**src/sv/mtc_pkg.sv**
```systemverilog
package mtc_pkg;

   typedef struct packed {
      logic       action;
      logic [6:0] qf_byte;
      logic [6:0] ff_rate_hours;
      logic [6:0] ff_minutes;
      logic [6:0] ff_seconds;
      logic [6:0] ff_frames;
   } req_type;

   typedef struct packed {
      logic [1:0]  status;
      logic [1:0]  direction;
      logic [1:0]  rate_code;
      logic [4:0]  tc_hours;
      logic [6:0]  tc_minutes;
      logic [6:0]  tc_seconds;
      logic [6:0]  tc_frames;
      logic [62:0] sample_position;
   } rsp_type;

   localparam logic [1:0] ST_INCOMPLETE = 2'd0;
   localparam logic [1:0] ST_LOCKED     = 2'd1;
   localparam logic [1:0] ST_INVALID    = 2'd2;
   localparam logic [1:0] ST_DISCONT    = 2'd3;

   localparam logic [1:0] DIR_UNKNOWN = 2'd0;
   localparam logic [1:0] DIR_FORWARD = 2'd1;
   localparam logic [1:0] DIR_REVERSE = 2'd2;

   localparam logic [1:0] RATE_24   = 2'd0;
   localparam logic [1:0] RATE_25   = 2'd1;
   localparam logic [1:0] RATE_DROP = 2'd2;
   localparam logic [1:0] RATE_30   = 2'd3;

   localparam logic [0:0] CSR_RATE_NUM = 1'd0;
   localparam logic [0:0] CSR_RATE_DEN = 1'd1;

   localparam logic [31:0] RATE_NUM_RESET = 32'd48000;
   localparam logic [31:0] RATE_DEN_RESET = 32'd1;

   localparam logic [14:0] DROP_FR_NUM = 15'd30000;
   localparam logic [9:0]  DROP_FR_DEN = 10'd1001;

   typedef struct packed {
      logic       compute;
      logic [1:0] status;
      logic [1:0] dir;
      logic [1:0] rate;
      logic [4:0] h;
      logic [6:0] m;
      logic [6:0] s;
      logic [6:0] f;
   } dec_type;

   function automatic logic [4:0] nominal_fps(input logic [1:0] rate);
      logic [4:0] r;
      case (rate)
         RATE_24: r = 5'd24;
         RATE_25: r = 5'd25;
         default: r = 5'd30;
      endcase
      return r;
   endfunction

endpackage

```
**src/sv/mtc_tracker.sv**
```systemverilog
module mtc_tracker
   import mtc_pkg::*;
(
   input  logic    clock,
   input  logic    reset,
   input  logic    accept,
   input  logic    rate_ok,
   input  req_type req,
   output dec_type dec
);

   logic [3:0] store_ff [8];
   logic [3:0] store_nx [8];
   logic [7:0] rcv_ff, rcv_in;
   logic [2:0] prev_ff, prev_in;
   logic       seen_ff, seen_in;
   logic       clear;
   logic       wr_piece;

   logic [2:0] piece;
   logic [3:0] nib;
   logic [6:0] ffh_m;

   function automatic logic tc_valid(input logic [1:0] rate, input logic [4:0] h,
                                     input logic [6:0] m, input logic [6:0] s,
                                     input logic [6:0] f);
      logic ok;
      logic m10;
      ok = (h < 5'd24) && (m < 7'd60) && (s < 7'd60) && (f < {2'b00, nominal_fps(rate)});
      m10 = (m == 7'd0) || (m == 7'd10) || (m == 7'd20) || (m == 7'd30) ||
            (m == 7'd40) || (m == 7'd50);
      if (rate == RATE_DROP && s == 7'd0 && !m10 && f < 7'd2) begin
         ok = 1'b0;
      end
      return ok;
   endfunction

   assign piece = req.qf_byte[6:4];
   assign nib   = req.qf_byte[3:0];
   assign ffh_m = req.ff_rate_hours;

   always_comb begin
      for (int i = 0; i < 8; i++) begin
         store_nx[i] = (3'(i) == piece) ? nib : store_ff[i];
      end
   end

   always_comb begin
      logic [1:0] dir;
      logic       jump;
      logic       done;
      logic [7:0] rcv_or;
      dec      = '0;
      rcv_in   = rcv_ff;
      prev_in  = prev_ff;
      seen_in  = seen_ff;
      clear    = 1'b0;
      wr_piece = 1'b0;
      dir      = DIR_UNKNOWN;
      jump     = 1'b0;
      done     = 1'b0;
      rcv_or   = rcv_ff | (8'd1 << piece);
      if (!rate_ok) begin
         dec.status = ST_INVALID;
      end else if (req.action) begin
         dec.rate = ffh_m[6:5];
         dec.h    = ffh_m[4:0];
         dec.m    = req.ff_minutes;
         dec.s    = req.ff_seconds;
         dec.f    = req.ff_frames;
         if (tc_valid(dec.rate, dec.h, dec.m, dec.s, dec.f)) begin
            dec.compute = 1'b1;
            dec.status  = ST_LOCKED;
            clear       = 1'b1;
         end else begin
            dec     = '0;
            dec.status = ST_INVALID;
         end
      end else if (piece == 3'd7 && nib[3]) begin
         dec.status = ST_INVALID;
         clear      = 1'b1;
      end else begin
         wr_piece = 1'b1;
         prev_in  = piece;
         if (seen_ff) begin
            if (piece == prev_ff + 3'd1) begin
               dir = DIR_FORWARD;
            end else if (piece == prev_ff - 3'd1) begin
               dir = DIR_REVERSE;
            end else begin
               jump = 1'b1;
            end
         end
         if (jump) begin
            rcv_in     = 8'd1 << piece;
            dec.status = ST_DISCONT;
         end else begin
            seen_in = 1'b1;
            rcv_in  = rcv_or;
            done = (rcv_or == 8'hff) && ((dir == DIR_FORWARD && piece == 3'd7) ||
                                         (dir == DIR_REVERSE && piece == 3'd0));
            dec.dir = dir;
            if (!done) begin
               dec.status = ST_INCOMPLETE;
            end else begin
               rcv_in   = 8'd0;
               dec.rate = store_nx[7][2:1];
               dec.h    = {store_nx[7][0], store_nx[6]};
               dec.m    = {store_nx[5][2:0], store_nx[4]};
               dec.s    = {store_nx[3][2:0], store_nx[2]};
               dec.f    = {store_nx[1][2:0], store_nx[0]};
               if (store_nx[5][3] == 1'b0 && store_nx[3][3] == 1'b0 &&
                   store_nx[1][3] == 1'b0 &&
                   tc_valid(dec.rate, dec.h, dec.m, dec.s, dec.f)) begin
                  dec.compute = 1'b1;
                  dec.status  = ST_LOCKED;
               end else begin
                  dec        = '0;
                  dec.status = ST_INVALID;
                  dec.dir    = dir;
               end
            end
         end
      end
   end

   always_ff @(posedge clock) begin
      if (reset) begin
         for (int i = 0; i < 8; i++) begin
            store_ff[i] <= 4'd0;
         end
         rcv_ff  <= 8'd0;
         prev_ff <= 3'd0;
         seen_ff <= 1'b0;
      end else if (accept) begin
         if (clear) begin
            for (int i = 0; i < 8; i++) begin
               store_ff[i] <= 4'd0;
            end
            rcv_ff  <= 8'd0;
            prev_ff <= 3'd0;
            seen_ff <= 1'b0;
         end else begin
            if (wr_piece) begin
               store_ff[piece] <= nib;
            end
            rcv_ff  <= rcv_in;
            prev_ff <= prev_in;
            seen_ff <= seen_in;
         end
      end
   end

endmodule

```
**src/sv/mtc_posunit.sv**
```systemverilog
module mtc_posunit
   import mtc_pkg::*;
(
   input  logic        clock,
   input  logic        reset,
   input  logic        start,
   input  dec_type     dec,
   input  logic [31:0] rate_num,
   input  logic [31:0] rate_den,
   output logic        done,
   output logic [62:0] position
);

   typedef enum logic [8:0] {
      P_IDLE = 9'b000000001,
      P_LAB1 = 9'b000000010,
      P_LAB2 = 9'b000000100,
      P_LAB3 = 9'b000001000,
      P_MA   = 9'b000010000,
      P_MB   = 9'b000100000,
      P_MC   = 9'b001000000,
      P_DIV  = 9'b010000000,
      P_FIN  = 9'b100000000
   } pstate_type;

   pstate_type  state_ff, state_in;
   dec_type     dec_ff;
   logic [10:0] tmin_ff;
   logic [16:0] tsec_ff;
   logic [11:0] drop_ff;
   logic [21:0] lab_ff;
   logic [63:0] mprod_ff;
   logic [46:0] dvsr_ff;
   logic [46:0] rem_ff;
   logic [63:0] quo_ff;
   logic [5:0]  cnt_ff;

   logic        is_drop;
   logic [4:0]  nom;
   logic [14:0] fr_num;
   logic [9:0]  fr_den;
   logic [31:0] mul_a, mul_b;
   logic [63:0] mul_p;
   logic [23:0] t10_mul;
   logic [7:0]  t10;
   logic [47:0] rem_sh;
   logic        qbit;
   logic [47:0] rem_sub;
   logic [64:0] qsum;

   assign is_drop = dec_ff.rate == RATE_DROP;
   assign nom     = nominal_fps(dec_ff.rate);
   assign fr_num  = is_drop ? DROP_FR_NUM : {10'd0, nom};
   assign fr_den  = is_drop ? DROP_FR_DEN : 10'd1;

   always_comb begin
      case (state_ff)
         P_MA: begin
            mul_a = {10'd0, lab_ff};
            mul_b = {22'd0, fr_den};
         end
         P_MB: begin
            mul_a = mprod_ff[31:0];
            mul_b = rate_num;
         end
         default: begin
            mul_a = rate_den;
            mul_b = {17'd0, fr_num};
         end
      endcase
   end

   assign mul_p   = mul_a * mul_b;
   assign t10_mul = 24'(tmin_ff) * 24'd6554;
   assign t10     = t10_mul[23:16];
   assign rem_sh  = {rem_ff, quo_ff[63]};
   assign rem_sub = rem_sh - {1'b0, dvsr_ff};
   assign qbit    = rem_sh >= {1'b0, dvsr_ff};
   assign qsum    = {1'b0, quo_ff} + 65'(rem_ff != 47'd0);

   assign done     = state_ff == P_FIN;
   assign position = (qsum[64:63] != 2'b00) ? {63{1'b1}} : qsum[62:0];

   always_comb begin
      state_in = state_ff;
      case (state_ff)
         P_IDLE:  if (start) state_in = P_LAB1;
         P_LAB1:  state_in = P_LAB2;
         P_LAB2:  state_in = P_LAB3;
         P_LAB3:  state_in = P_MA;
         P_MA:    state_in = P_MB;
         P_MB:    state_in = P_MC;
         P_MC:    state_in = P_DIV;
         P_DIV:   if (cnt_ff == 6'd63) state_in = P_FIN;
         P_FIN:   state_in = P_IDLE;
         default: state_in = P_IDLE;
      endcase
   end

   always_ff @(posedge clock) begin
      if (reset) begin
         state_ff <= P_IDLE;
      end else begin
         state_ff <= state_in;
      end
   end

   always_ff @(posedge clock) begin
      case (state_ff)
         P_IDLE: begin
            dec_ff <= dec;
         end
         P_LAB1: begin
            tmin_ff <= 11'(dec_ff.h) * 11'd60 + 11'(dec_ff.m);
         end
         P_LAB2: begin
            tsec_ff <= 17'(tmin_ff) * 17'd60 + 17'(dec_ff.s);
            drop_ff <= 12'(2 * (12'(tmin_ff) - 12'(t10)));
         end
         P_LAB3: begin
            lab_ff <= 22'(tsec_ff) * 22'(nom) + 22'(dec_ff.f) -
                      (is_drop ? 22'(drop_ff) : 22'd0);
         end
         P_MA, P_MB: begin
            mprod_ff <= mul_p;
         end
         P_MC: begin
            dvsr_ff <= mul_p[46:0];
            quo_ff  <= mprod_ff;
            rem_ff  <= 47'd0;
            cnt_ff  <= 6'd0;
         end
         P_DIV: begin
            rem_ff <= qbit ? rem_sub[46:0] : rem_sh[46:0];
            quo_ff <= {quo_ff[62:0], qbit};
            cnt_ff <= cnt_ff + 6'd1;
         end
         default: begin
         end
      endcase
   end

   a_onehot: assert property (@(posedge clock) disable iff (reset) $onehot(state_ff))
      else $error("position sequencer state not one-hot");
   a_start_idle: assert property (@(posedge clock) disable iff (reset)
      start |-> state_ff == P_IDLE)
      else $error("start while sequencer busy");
   a_div_end: assert property (@(posedge clock) disable iff (reset)
      (state_ff == P_DIV && cnt_ff == 6'd63) |=> state_ff == P_FIN)
      else $error("division did not finish after 64 steps");
   a_fin_idle: assert property (@(posedge clock) disable iff (reset)
      state_ff == P_FIN |=> state_ff == P_IDLE)
      else $error("sequencer did not return to idle");

endmodule

```
**src/sv/mtc_quarter_frame_chaser.sv**
```systemverilog
// Status-only results are registered in the cycle after acceptance; locked
// results pass label arithmetic, three passes of the shared multiplier and
// a 64-step divider. One transaction per cycle for status-only results
// unless rsp_ready holds it; none is taken while the sequencer runs.
// Reset: synchronous, active high; clears piece store and tracking state,
// sets sample rate to 48000/1.
module mtc_quarter_frame_chaser
   import mtc_pkg::*;
(
   input  logic        clock,
   input  logic        reset,
   input  logic        req_valid,
   output logic        req_ready,
   input  req_type     req_data,
   output logic        rsp_valid,
   input  logic        rsp_ready,
   output rsp_type     rsp_data,
   input  logic        csr_we,
   input  logic [0:0]  csr_index,
   input  logic [31:0] csr_wdata
);

   logic [31:0] num_ff, den_ff;
   logic        busy_ff;
   logic        rsp_valid_ff;
   rsp_type     rsp_ff;
   logic        accept;
   logic        rate_ok;
   dec_type     dec;
   logic        done;
   logic [62:0] position;

   assign rate_ok   = (num_ff != 32'd0) && (den_ff != 32'd0);
   assign req_ready = !busy_ff && (!rsp_valid_ff || rsp_ready);
   assign accept    = req_valid && req_ready;
   assign rsp_valid = rsp_valid_ff;
   assign rsp_data  = rsp_ff;

   mtc_tracker u_tracker (
      .clock   (clock),
      .reset   (reset),
      .accept  (accept),
      .rate_ok (rate_ok),
      .req     (req_data),
      .dec     (dec)
   );

   mtc_posunit u_posunit (
      .clock    (clock),
      .reset    (reset),
      .start    (accept && dec.compute),
      .dec      (dec),
      .rate_num (num_ff),
      .rate_den (den_ff),
      .done     (done),
      .position (position)
   );

   always_ff @(posedge clock) begin
      if (reset) begin
         num_ff <= RATE_NUM_RESET;
         den_ff <= RATE_DEN_RESET;
      end else if (csr_we) begin
         case (csr_index)
            CSR_RATE_NUM: num_ff <= csr_wdata;
            CSR_RATE_DEN: den_ff <= csr_wdata;
            default: begin
            end
         endcase
      end
   end

   always_ff @(posedge clock) begin
      if (reset) begin
         busy_ff      <= 1'b0;
         rsp_valid_ff <= 1'b0;
      end else begin
         if (accept) begin
            busy_ff      <= dec.compute;
            rsp_valid_ff <= !dec.compute;
         end else if (done) begin
            busy_ff      <= 1'b0;
            rsp_valid_ff <= 1'b1;
         end else if (rsp_ready) begin
            rsp_valid_ff <= 1'b0;
         end
      end
   end

   always_ff @(posedge clock) begin
      if (accept) begin
         rsp_ff.status          <= dec.status;
         rsp_ff.direction       <= dec.dir;
         rsp_ff.rate_code       <= dec.rate;
         rsp_ff.tc_hours        <= dec.h;
         rsp_ff.tc_minutes      <= dec.m;
         rsp_ff.tc_seconds      <= dec.s;
         rsp_ff.tc_frames       <= dec.f;
         rsp_ff.sample_position <= 63'd0;
      end else if (done) begin
         rsp_ff.sample_position <= position;
      end
   end

endmodule

```
**config.mk**
```make
export PLATFORM = sky130hd
export DESIGN_NAME = mtc_quarter_frame_chaser
export DESIGN_NICKNAME = d
export VERILOG_FILES = /design/src/sv/mtc_pkg.sv /design/src/sv/mtc_tracker.sv /design/src/sv/mtc_posunit.sv /design/src/sv/mtc_quarter_frame_chaser.sv
export SDC_FILE = /design/constraint.sdc
export NUM_CORES = 2
export LEC_CHECK = 0
export BUFFER_PORTS_ARGS = -buffer_cell sky130_fd_sc_hd__buf_2
export CAP_MARGIN = 20
export CORE_MARGIN = 2
export CORE_UTILIZATION = 45
export DETAILED_ROUTE_END_ITERATION = 16
export PLACE_DENSITY = 0.63
export SYNTH_ARGS = -nofsm -noshare
export SYNTH_HDL_FRONTEND = slang
export SYNTH_SLANG_ARGS = --single-unit
export TNS_END_PERCENT = 50
```
**constraint.sdc**
```tcl
create_clock -name clock -period 10.5 [get_ports clock]
set_clock_uncertainty 0.05 [all_clocks]
set_input_delay 0.525 -clock clock [delete_from_list [all_inputs] [get_ports clock]]
set_output_delay 0.525 -clock clock [all_outputs]
set_load 0.02 [all_outputs]
```
## After elaboration in Yosys (flattened, before gate mapping)

Memories as Yosys holds them, arrays and structs flattened.
Cells that the tools add are included.

- Word-level logic and storage cells: 295
- Bits of input ports: 74
- Register bits: 499
- Memories: 1
- Output and inout bits: 97
- RAM bits: 32

- Shifts and indexed selects: 1
- Equality and inequality tests: 44
- Order comparisons: 11
- Reductions and logical operators: 63
- Multiplexer cells: 117
- $mul: 5
- $add $sub $neg: 10
- Bitwise logic cells: 13

Memories:

| name | depth | width | rd ports | clocked after memory_dff | write ports | RTL line | RTL |
|---|---|---|---|---|---|---|---|
| u_tracker.store_ff | 8 | 4 | 8 | 0 | 8 | mtc_tracker.sv:12 | `logic [3:0] store_ff [8];` |

Operator list:

| operator | number |
|---|---|
| $pmux 32 s2 | 2 |
| $pmux 64 s2 | 1 |
| $mux 28 | 4 |
| $pmux 47 s2 | 1 |
| $pmux 9 s8 | 1 |
| $add 64x1->65 | 1 |
| $mul 32x32->64 | 1 |
| $mux 4 | 16 |
| $reduce_bool 32->1 | 2 |
| $mux 63 | 1 |
| $mux 30 | 2 |
| $ge 48x47->1 | 1 |
| $mux 1 | 48 |
| $mux 8 | 6 |
| $mux 47 | 1 |
| $reduce_bool 47->1 | 1 |
| $sub 47x47->47 | 1 |
| $mux 5 | 7 |
| $mux 33 | 1 |
| $eq 7x5->1 const B | 4 |
| $eq 7x6->1 const B | 4 |
| $logic_not 7->1 | 4 |
| $lt 7x6->1 const B | 4 |
| $mux 3 | 8 |
| other kinds (58) | 142 |

## Logic depth before layout (Yosys ltp)

- Word-level depth: 35
- Mapped depth: 40

## Modules after synthesis

From an unflattened synthesis, not the netlist that was laid out.

- Cells, all modules: 7049
- Area total of the unflattened synthesis: 65245.1 sq um

Modules (own cells, without submodules):

| module | cells each | instances | area each (sq um) |
|---|---|---|---|
| mtc_posunit | 6099 | 1 | 56147.6 |
| mtc_quarter_frame_chaser | 547 | 1 | 5664.2 |
| mtc_tracker | 403 | 1 | 3433.3 |

## Least setup slack after synthesis

Ideal clock, no wire load.

- Path kind: flip-flop to flip-flop
- From: reg u_posunit.state_ff[0]
- To: reg u_posunit.mprod_ff[62], data pin
- Clock period less this slack: 11.000 ns
- Arrival: 10.690 ns
- Slack: -0.500 ns
- Stages on the path, launching flop included: 32
- Required time: 10.190 ns
- Setup time: 0.260 ns
- Path through: dfxtp_1 nor4_1 nand2_1 nor4b_1 nor2_1 inv_1 nor2_1 a21oi_1 clkbuf_1 nor2_1 fa_1 fa_1 inv_1 fa_1 fa_1 inv_1 fa_1 fa_1 fa_1 fa_1 ha_1 clkbuf_1 a21oi_1 o21ai_0 or4_1 o2111a_1 a311o_1 a311o_1 a21oi_2 o21ai_1 a221oi_2 xnor2_1

- Longest elaborated chain between the ends: 3

RTL lines:

| element | RTL line | RTL |
|---|---|---|
| from (decl) | mtc_posunit.sv:26 | `pstate_type state_ff, state_in;` |
| from (signal assigned) | mtc_posunit.sv:104 | `state_ff <= state_in;` |
| $eq 9x6->1 or $eq 9x5->1 (tied branches) | mtc_posunit.sv:57 | `case (state_ff)` |
| $pmux 32 s2 | mtc_posunit.sv:57 |  |
| $mul 32x32->64 * | mtc_posunit.sv:73 | `assign mul_p = mul_a * mul_b;` |
| net u_posunit.mul_p[62] | mtc_posunit.sv:43 | `logic [63:0] mul_p;` |
| to (signal assigned) | mtc_posunit.sv:125 | `mprod_ff <= mul_p;` |
| to (decl) | mtc_posunit.sv:32 | `logic [63:0] mprod_ff;` |

Mark *: on every way through the listed nets, which the timed path passes. The rest lies on a longest branch.
A chain may end at the register's enable or synchronous reset.

## Worst setup path in the final report

- From: reg u_posunit.state_ff[1]
- To: reg u_posunit.mprod_ff[62], data pin

The elaborated chain is that of the path after synthesis.

==> run metrics <==
status=completed; antenna violations before repair=8; routed via count=50890; capturing point of the worst reg2reg path=u_posunit.mprod_ff[62]; Synth async-reset ratio=0%; top post-synthesis cells by area=fa_1, edfxtp_1, ha_1, inv_1, nand2_1; Setup crit start kind=flop; final hold viol count=0; Place WS=-0.3002 ns; Yosys reg bits=530; CP Launch Point=u_posunit.state_ff[1]; fmax=97.70 MHz; Synth area leader=fa_1; post-route ant nets=0; final worst-path cycle share=97.48%; Crit Path Class=reg2reg; crit end category=flop; share of cells above drive strength 1=9.602%; Post-synth EDFFs=380; clk slew on worst S/H paths=0.07 ns; I/O Pins=171; Hold Slack=0.07914 ns; Final Max Tran Viols=0; Synth Instances=6883; CP max stage delay=0.60 ns; relative slew slack=25.17%; largest net degree at the start of global routing=80; Clock Latency Late Sink=0.68 ns; Seq/Total Area, Yosys=22.62%; Avg Inst Size Synth=9.257 sq um; Fillers=13250; setup violators final=0; CP max-delay cell=or4_1; DRC=0; synthesis-to-layout area growth=11.50%; Synth cell types=84; Period minus WS final=10.24 ns; R2R Setup Slk=0.26 ns; Power Density=125.2 nW/um^2; cell area after layout=71040 sq um; Die Width=380.3 um; Critical Path RT=10.86 ns; core region area=141100 sq um; DR WL/cell=25.77 um; row count=138; hpwl dp=192000 um; H-tree depth=2; post-DR vias/cell=5.619; global route overflow=0; die extent in y=380.3 um; Synth top area share=31.99%; root buf cell=clkbuf_16; CTS tree=done; DIE AREA=144600 sq um; router iterations before antenna repair=6; Port Buf Inserts=170; CTS Buf Count=57; Max rail drop VDD=0.1786 mV; Layout Nets=8696; Pleak=33.24 nW; CTS Hold Buffers Added=0; Post-Route WL=233400 um; worst r2r src=u_posunit.state_ff[1]; Initial Util=45.17%; worst-case reg-to-reg path depth=32; Post-synth top flop=edfxtp_1; type of the worst min-delay path=in2reg; Mapped Area=63710 sq um; Overall Power=8.893 mW; final worst slack=0.2645 ns; WP data arrival=10.60 ns; gr usage total=32.29%; most used cell, CP=fa_1; first-pass GRT wire length=345600 um; number of global-route vias before repair=52740; MaxCap Viol Count=0; clk sinks=530; Initial DRC Count=5022; CP max FO=31; DP Area=68740 sq um; gpl congestion=1.029; Clock Tree Buf Depth=3; measured slew at the worst slew-check pin=1.122 ns; Setup crit end=u_posunit.mprod_ff[62]; yosys warns=0
==> synthesized netlist by cell type (36+ instances only) <==
cell / number
a21oi_1: 322
fa_1: 1018
nand4_1: 36
xor2_1: 102
and2_1: 64
a21o_1: 94
dfxtp_1: 150
inv_1: 1143
ha_1: 486
nor3_1: 39
nand3_1: 126
nand2_1: 975
nor2_1: 810
clkbuf_1: 299
o21ai_0: 191
xnor2_1: 139
edfxtp_1: 380
==> per-stage QoR <==
stage                     cells  util [%]  setup TNS, ns
after floorplan            6890         -              0
after global placement     8937     48.70         -5.531
after detailed placement   8942     48.73         -1.565
after CTS                  9049     50.16              0
after global routing       9055     50.36      -0.003107
final                      9056     50.36              0
==> cells by family after synthesis <==
family                   Yosys count  share of synthesized area, %
AO/OA/AOI/OAI                    878                         8.686
XOR/XNOR                         241                         3.313
adder cells (fa/ha/maj)         1504                         41.53
buffers and inverters           1468                         8.678
flip-flops                       530                         22.62
multiplexers                      32                        0.5106
other                              1                      0.005886
AND/OR/NAND/NOR                 2229                         14.66
==> report_power, final <==
group	total, mW	internal [mW]	switching [mW]
combinational	4.20	1.66	2.54
sequential	2.60	2.52	0.0824
clock	2.09	1.16	0.928
==> area by class of cell <==
type / count / area [sq um] / area share [%]
clock buffers: 68 / 1541 / 2.170
flip-flops and latches: 530 / 14410 / 20.29
well taps: 1890 / 2365 / 3.329
diodes: 1 / 2.502 / 0.003522
clock inverters: 38 / 387.9 / 0.5460
multi-input cells: 4892 / 44200 / 62.22
inverters: 1143 / 4294 / 6.044
repair buffers: 494 / 3837 / 5.402
==> cells in the final DEF (no fill, tap or decap), drive strengths merged, types with 29 or more instances in the layout <==
master,instances
a21o,95
a21oi,324
and2,64
and3,35
buf,491
clkbuf,70
dfxtp,150
edfxtp,380
fa,1018
ha,486
inv,1150
nand2,975
nand3,126
nand4,36
nor2,810
nor2b,30
nor3,39
nor4,35
o21ai,202
o21bai,29
xnor2,139
xor2,102
==> metal layers <==
metal	up-vias	track usage (%)	share of wire, %
met5	-	0	0.034
met4	12	14.84	5.5
met3	518	6.692	8.9
met2	2305	50.00	44
met1	25750	43.59	41
li1	22310	-	-
==> what timing repair did <==
action | 4_1_cts | 5_1_grt
endpoints found under the hold margin | 0 | 0
endpoints found under the setup margin | 13 | 18
gates cloned | 1 | 2
pin swaps | 0 | 7
gates resized for setup | 16 | 43
setup buffers | 0 | 3
==> flip-flops by register name, indices dropped and copies added (netlist names), 31 cells and up <==
register,cells
u_posunit.mprod_ff,64
u_tracker.store_ff,31
u_posunit.quo_ff,64
den_ff,32
num_ff,32
rsp_data,95
u_posunit.rem_ff,47
u_posunit.dvsr_ff,47
==> worst max-delay path, delay by kind of cell (launching register included) <==
| kind | cells | cell delay (ns) |
|---|---|---|
| buf+inv | 5 | 0.73 |
| xor+xnor | 1 | 0.13 |
| simple gates | 8 | 1.69 |
| fa+ha+maj | 9 | 4.50 |
| flops | 1 | 0.37 |
| compound gates | 9 | 2.46 |
==> how the worst min path moves through the flow <==
stage / cells after the start / from / slack, ns / endpoint
2_1_floorplan: 0 / u_posunit.dec_ff[14] / 0.35 / u_posunit.tmin_ff[0]
3_3_place_gp: 0 / u_posunit.dec_ff[15] / 0.35 / u_posunit.tmin_ff[1]
3_5_place_dp: 0 / u_posunit.dec_ff[15] / 0.36 / u_posunit.tmin_ff[1]
4_1_cts: 3 / csr_wdata[11] / 0.06 / num_ff[11]
5_1_grt: 3 / csr_wdata[11] / 0.09 / num_ff[11]
6_report: 3 / csr_wdata[11] / 0.08 / num_ff[11]
No activity file was read; power rests on OpenSTA's default activity.
